==> src/sv/dhc_pkg.sv <==
// Shared types and constants for the depth and hue color codec.
package dhc_pkg;

  typedef enum logic {
    FuncEncode = 1'b0,
    FuncDecode = 1'b1
  } func_t;

  localparam int TdataW = 40;
  localparam int QuantW = 5;
  localparam int HueW = 11;

  localparam logic [HueW-1:0] HueSpan = 11'd1529;
  localparam logic [HueW-1:0] HueSeg1 = 11'd255;
  localparam logic [HueW-1:0] HueSeg2 = 11'd510;
  localparam logic [HueW-1:0] HueSeg3 = 11'd765;
  localparam logic [HueW-1:0] HueSeg4 = 11'd1020;
  localparam logic [HueW-1:0] HueSeg5 = 11'd1275;
  localparam logic [9:0] DarkSum = 10'd255;

  localparam logic [QuantW-1:0] QuantMin = 5'd1;
  localparam logic [QuantW-1:0] QuantMax = 5'd16;
  localparam logic [QuantW-1:0] QuantReset = 5'd16;

  localparam int RecipShift = 40;
  localparam longint unsigned RecipDiv = 64'd3058;
  localparam longint unsigned RecipFull =
    ((64'd1 << RecipShift) + RecipDiv - 64'd1) / RecipDiv;
  localparam logic [28:0] QuantRecip = RecipFull[28:0];

  function automatic logic [QuantW-1:0] quant_clamp(input logic [QuantW-1:0] q);
    logic [QuantW-1:0] res;
    res = q;
    if (q < QuantMin) begin
      res = QuantMin;
    end else if (q > QuantMax) begin
      res = QuantMax;
    end
    return res;
  endfunction

endpackage

==> src/sv/depth_hue_codec_core.sv <==
// Top level of the depth and hue color codec: a five-register streaming pipeline.
//
// The in_ channel carries one item per handshake: in_tuser selects encode (0) or
// decode (1), in_tdata holds the depth and the red, green and blue channels, and
// in_tlast marks the end of a frame. The out_ channel returns exactly one item
// for each input item, in order, with the decoded depth and the encoded colors
// in out_tdata and the frame marker in out_tlast.
// The cfg_ channel writes the quantization bit count; write it only while the
// pipeline is empty. It is always ready.
// Throughput is one item per clock while the receiver does not stall. An item
// passes through an input register, three work stages and the result register.
// The decode path uses the reciprocal multiply that replaces the division in
// the rounding step.
// Reset clears all valid bits and sets the bit count to 16. When the receiver
// stalls, each stage holds while it is full and the stage after it holds, so
// bubbles are squeezed out and in_tready drops only when all five stages hold items.
module depth_hue_codec_core (
  input  logic        clk,
  input  logic        rst_n,
  input  logic        in_tvalid,
  output logic        in_tready,
  // Fields from bit 0: depth_in[15:0], red_in[23:16], green_in[31:24], blue_in[39:32].
  input  logic [dhc_pkg::TdataW-1:0] in_tdata,
  // Fields from bit 0: func.
  input  logic [0:0]  in_tuser,
  input  logic        in_tlast,
  output logic        out_tvalid,
  input  logic        out_tready,
  // Fields from bit 0: depth_out[15:0], red_out[23:16], green_out[31:24], blue_out[39:32].
  output logic [dhc_pkg::TdataW-1:0] out_tdata,
  output logic        out_tlast,
  input  logic        cfg_valid,
  output logic        cfg_ready,
  input  logic [dhc_pkg::QuantW-1:0] cfg_data
);

  import dhc_pkg::*;

  logic [QuantW-1:0] quant_r;
  logic [QuantW-1:0] qc;
  logic [QuantW-1:0] qs_up;
  logic [QuantW-1:0] qs_down;

  logic rdy1, rdy2, rdy3, rdy4;

  logic        v0_r, v1_r, v2_r, v3_r, out_vld_r;
  func_t       func0_r, func1_r, func2_r, func3_r;
  logic        last0_r, last1_r, last2_r, last3_r, out_last_r;
  logic [15:0] depth0_r;
  logic [7:0]  red0_r, green0_r, blue0_r;

  logic [26:0] prod1_r, prod1_nxt;
  logic [HueW-1:0] h1_r, h1_nxt;
  logic [9:0]  sum1;

  logic [27:0] quot2_sum;
  logic [HueW-1:0] d2_r, d2_nxt;
  logic [27:0] x2_r, x2_nxt;

  logic [7:0]  red3_r, red3_nxt, green3_r, green3_nxt, blue3_r, blue3_nxt;
  logic [56:0] p3_r, p3_nxt;

  logic [16:0] n4;
  logic [16:0] v4;
  logic [15:0] depth4;
  logic [TdataW-1:0] out_data_r, out_data_nxt;

  assign cfg_ready = 1'b1;

  always_ff @(posedge clk) begin
    if (!rst_n) begin
      quant_r <= QuantReset;
    end else if (cfg_valid) begin
      quant_r <= cfg_data;
    end
  end

  assign qc = quant_clamp(quant_r);
  assign qs_up = qc + QuantMin;
  assign qs_down = QuantMax - qc;

  assign rdy4 = !out_vld_r || out_tready;
  assign rdy3 = !v3_r || rdy4;
  assign rdy2 = !v2_r || rdy3;
  assign rdy1 = !v1_r || rdy2;
  assign in_tready = !v0_r || rdy1;

  always_ff @(posedge clk) begin
    if (!rst_n) begin
      v0_r <= 1'b0;
      v1_r <= 1'b0;
      v2_r <= 1'b0;
      v3_r <= 1'b0;
      out_vld_r <= 1'b0;
    end else begin
      if (in_tready) begin
        v0_r <= in_tvalid;
      end
      if (rdy1) begin
        v1_r <= v0_r;
      end
      if (rdy2) begin
        v2_r <= v1_r;
      end
      if (rdy3) begin
        v3_r <= v2_r;
      end
      if (rdy4) begin
        out_vld_r <= v3_r;
      end
    end
  end

  always_comb begin
    prod1_nxt = 27'(depth0_r) * 27'(HueSpan);
    sum1 = 10'(red0_r) + 10'(green0_r) + 10'(blue0_r);
    if (sum1 < DarkSum) begin
      h1_nxt = '0;
    end else if (red0_r >= green0_r && red0_r >= blue0_r) begin
      if (green0_r >= blue0_r) begin
        h1_nxt = HueW'(green0_r) - HueW'(blue0_r);
      end else begin
        h1_nxt = HueW'(green0_r) + HueSpan - HueW'(blue0_r);
      end
    end else if (green0_r >= red0_r && green0_r >= blue0_r) begin
      h1_nxt = HueW'(blue0_r) + HueSeg2 - HueW'(red0_r);
    end else begin
      h1_nxt = HueW'(red0_r) + HueSeg4 - HueW'(green0_r);
    end
  end

  always_comb begin
    quot2_sum = 28'(prod1_r) + 28'(prod1_r[26:16]) + 28'd1;
    d2_nxt = quot2_sum[26:16];
    x2_nxt = (28'(h1_r) << qs_up) + 28'(HueSpan);
  end

  always_comb begin
    if (d2_r <= HueSeg1 || d2_r > HueSeg5) begin
      red3_nxt = 8'hFF;
    end else if (d2_r <= HueSeg2) begin
      red3_nxt = 8'(HueSeg2 - d2_r);
    end else if (d2_r <= HueSeg4) begin
      red3_nxt = 8'h00;
    end else begin
      red3_nxt = 8'(d2_r - HueSeg4);
    end

    if (d2_r <= HueSeg1) begin
      green3_nxt = 8'(d2_r);
    end else if (d2_r <= HueSeg3) begin
      green3_nxt = 8'hFF;
    end else if (d2_r <= HueSeg4) begin
      green3_nxt = 8'(HueSeg4 - d2_r);
    end else begin
      green3_nxt = 8'h00;
    end

    if (d2_r <= HueSeg2) begin
      blue3_nxt = 8'h00;
    end else if (d2_r <= HueSeg3) begin
      blue3_nxt = 8'(d2_r - HueSeg2);
    end else if (d2_r <= HueSeg5) begin
      blue3_nxt = 8'hFF;
    end else begin
      blue3_nxt = 8'(HueSpan - d2_r);
    end

    p3_nxt = 57'(x2_r) * 57'(QuantRecip);
  end

  always_comb begin
    n4 = p3_r[56:RecipShift];
    v4 = 17'(n4 << qs_down);
    depth4 = v4[16] ? 16'hFFFF : v4[15:0];
    if (func3_r == FuncDecode) begin
      out_data_nxt = {24'h000000, depth4};
    end else begin
      out_data_nxt = {blue3_r, green3_r, red3_r, 16'h0000};
    end
  end

  always_ff @(posedge clk) begin
    if (in_tready) begin
      func0_r <= func_t'(in_tuser[0]);
      last0_r <= in_tlast;
      depth0_r <= in_tdata[15:0];
      red0_r <= in_tdata[23:16];
      green0_r <= in_tdata[31:24];
      blue0_r <= in_tdata[39:32];
    end
    if (rdy1) begin
      func1_r <= func0_r;
      last1_r <= last0_r;
      prod1_r <= prod1_nxt;
      h1_r <= h1_nxt;
    end
    if (rdy2) begin
      func2_r <= func1_r;
      last2_r <= last1_r;
      d2_r <= d2_nxt;
      x2_r <= x2_nxt;
    end
    if (rdy3) begin
      func3_r <= func2_r;
      last3_r <= last2_r;
      red3_r <= red3_nxt;
      green3_r <= green3_nxt;
      blue3_r <= blue3_nxt;
      p3_r <= p3_nxt;
    end
    if (rdy4) begin
      out_last_r <= last3_r;
      out_data_r <= out_data_nxt;
    end
  end

  assign out_tvalid = out_vld_r;
  assign out_tdata = out_data_r;
  assign out_tlast = out_last_r;

endmodule
==> config.mk <==
export PLATFORM = sky130hd
export DESIGN_NAME = depth_hue_codec_core
export DESIGN_NICKNAME = d
export VERILOG_FILES = /design/src/sv/dhc_pkg.sv /design/src/sv/depth_hue_codec_core.sv
export SDC_FILE = /design/constraint.sdc
export NUM_CORES = 2
export LEC_CHECK = 0
export BUFFER_PORTS_ARGS = -buffer_cell sky130_fd_sc_hd__buf_2
export CORE_MARGIN = 3
export CORE_UTILIZATION = 40
export CTS_CLUSTER_SIZE = 10
export DETAILED_ROUTE_END_ITERATION = 8
export PLACE_DENSITY = 0.53
export SLEW_MARGIN = 0
export SYNTH_ARGS = -nofsm -noshare
export SYNTH_HDL_FRONTEND = slang
export SYNTH_SLANG_ARGS = --single-unit
==> constraint.sdc <==
create_clock -name clk -period 9.4 [get_ports clk]
set_clock_uncertainty 0.2 [all_clocks]
set_input_delay 1.41 -clock clk [delete_from_list [all_inputs] [get_ports clk]]
set_output_delay 1.41 -clock clk [all_outputs]
set_load 0.1 [all_outputs]
==> reports/qor.txt <==
Ranking of synthesized cells by area - fa_1 26%, edfxtp_1 22%, ha_1 20%
First-pass GRT wire length - 107 mm
Core area - 68700 um^2
Initial DRC count - 882
Rel. slew slack - 22.7%
Number of synthesized flops with an enable pin - 207
Antenna violations before repair - 4
Vias per inst - 4.95
WL met2 - 31.7 mm
Final Max Slew Viols - 0
Setup TNS - 0 ps
CP Max Fanout - 9
Rows - 96
F_max - 128 MHz
Syn_nets - 3486
RSZ-0062 raised after global routing - false
CTS Sinks - 217
Synth unique cells - 81
Hold Worst Slack - 220 ps
Remaining antenna violation count - 0
Worst min-delay path category - reg2reg
Io pins - 96
Final min period - 7840 ps
Final WL - 64.9 mm
Max Cap Viol - 0
CTS buffer count - 26
CTS resizes - 0
GRT Overall Usage - 18.3%
Synth Cell Area - 27800 um^2
Initial Util - 40.5%
CP Capture Type - flip-flop
Routed wire per std cell - 17.7 um
Final hold violation count - 0
Fraction of final layout cells sized beyond drive strength 1 - 6.31%
DRC viols - 0
Vias in the first global route - 19600
Worst-path clk slew - 60 ps
WP data required - 9560 ps
Skew-Pair Late Insertion Delay - 560 ps
Congestion Overflow GR - 0
Syn Inst Count - 2618
Met1 wire length - 29.5 mm
Final worst setup slack - 1560 ps
Drt first pass iters - 5
Most common cell in the netlist - inv_1
CP Class - reg2reg
Die H - 270 um
Die Area - 72700 um^2
Final period util - 83.4%
Avg Cell Area, Syn - 10.6 um^2
Hpwl dp - 55.0 mm
Reg2reg setup slack - 1560 ps
Clk buf depth - 3
Setup violators final - 0
Setup crit start kind - flip-flop
CTS HTree Levels - 1
Top FF cell, synth - edfxtp_1
Top sig layer - met5
NumNets Final - 3574
CTS Hold Bufs - 0
Pre-CTS WS - 1560 ps
Synth Register Bits - 217
Synth-to-Final Area Change - 8.54%
Yosys warns - 0
Largest net degree at the start of global routing - 44
DR vias - 18100
Measured slew at the worst slew-check pin - 1160 ps
Post-synth top area share - 26.0%
Die width - 270 um
Buffer count from post-CTS setup fixing - 0
Root buf cell - clkbuf_16
Gp weighted congestion - 0.895
Met3 WL post-DR - 2.56 mm
Async SR Flop Fraction - 0%
Register area share after synthesis - 23.1%
IO Port Bufs - 94
Filler cell count - 6588
Synth cell count leaders - 633 x inv_1, 455 x ha_1, 361 x fa_1
Cell taking the most area after synthesis - fa_1
CTS tree - yes
Status - finished, final reports clean
Critical path arrival - 8000 ps
==> kinds of logic (layout without fill, tap and decap cells) <==
group	count (synthesis)	in the layout	share of synthesized area (%)
fa+ha+maj	816	816	46.5
buf+inv	684	792	9.36
compound gates	380	380	9.07
simple gates	367	367	6.45
flops	217	217	23.1
xor+xnor	97	97	3.06
mux	56	56	2.48
other cells	1	2	0.0135
==> worst max-delay path, stage by stage, from the launching register on <==
cell and delay [ps]:
edfxtp_1 840, inv_1 290, fa_1 450, inv_1 110
fa_1 450, fa_1 540, fa_1 470, fa_1 540
fa_1 550, inv_1 60, fa_1 550, inv_1 60
ha_1 340, nand3_1 120, o41ai_1 420, o211ai_1 390
a21boi_0 620, o21ai_0 200, a211o_1 320, o311ai_0 90
==> registers in the layout, indices dropped and copies added, names as in the netlist, 5 cells and up <==
register,count
out_tdata,40
x2_r,28
prod1_r,27
p3_r,17
depth0_r,16
d2_r,11
h1_r,11
blue0_r,8
blue3_r,8
green0_r,8
green3_r,8
red0_r,8
red3_r,8
quant_r,5
==> per-layer routing <==
| layer | vias to the layer above | global-route usage [%] |
|---|---|---|
| met5 | - | 0 |
| met1 | 8952 | 24.6 |
| met4 | 6 | 3.30 |
| met3 | 65 | 2.46 |
| met2 | 287 | 31.9 |
| li1 | 8807 | - |
==> path summary, 6_finish.rpt <==
path         startpoint        to  cells past startpoint
min reg2reg     last2_r   last3_r                      0
max            x2_r[21]  p3_r[48]                     19
min             last2_r   last3_r                      0
max reg2reg    x2_r[21]  p3_r[48]                     19
==> layout by cell type (no fill, tap or decap), types with 15 or more instances in the layout <==
master,Yosys,routed
a211oi_1,19,19
a21o_1,27,27
a21oi_1,108,108
and3_1,15,15
buf_2,4,94
buf_4,2,16
clkbuf_1,41,17
clkbuf_16,0,26
edfxtp_1,207,207
fa_1,361,361
ha_1,455,455
inv_1,633,632
mux2i_1,43,43
nand2_1,98,96
nand3_1,36,35
nor2_1,89,89
nor2b_1,44,44
nor3_1,26,26
o21a_1,28,28
o21ai_0,57,57
o21bai_1,19,19
xnor2_1,52,52
xor2_1,45,45
==> final cells by class <==
cell class                      instances  area, um^2  area share (%)
Sequential cell                       217        6420            21.3
Inverter                              634        2390            7.93
Tap cell                              931        1160            3.86
Antenna cell                            1        2.50         0.00830
Clock inverter                          3        65.1           0.216
Multi-Input combinational cell       1717       18800            62.3
Timing Repair Buffer                  110         591            1.96
Clock buffer                           45         742            2.46
==> through the flow <==
step | instances | instance area, um^2 | utilization (%)
after floorplan | 2618 | 27800 | -
after global placement | 3609 | 29400 | 42.7
after detailed placement | 3609 | 29400 | 42.7
after CTS | 3657 | 30200 | 43.9
after global routing | 3658 | 30200 | 43.9
final | 3658 | 30200 | 43.9
Power is left out: the tool's default activity adds up to more than one toggle a clock period on the data nets, which glitch-free logic cannot reach.
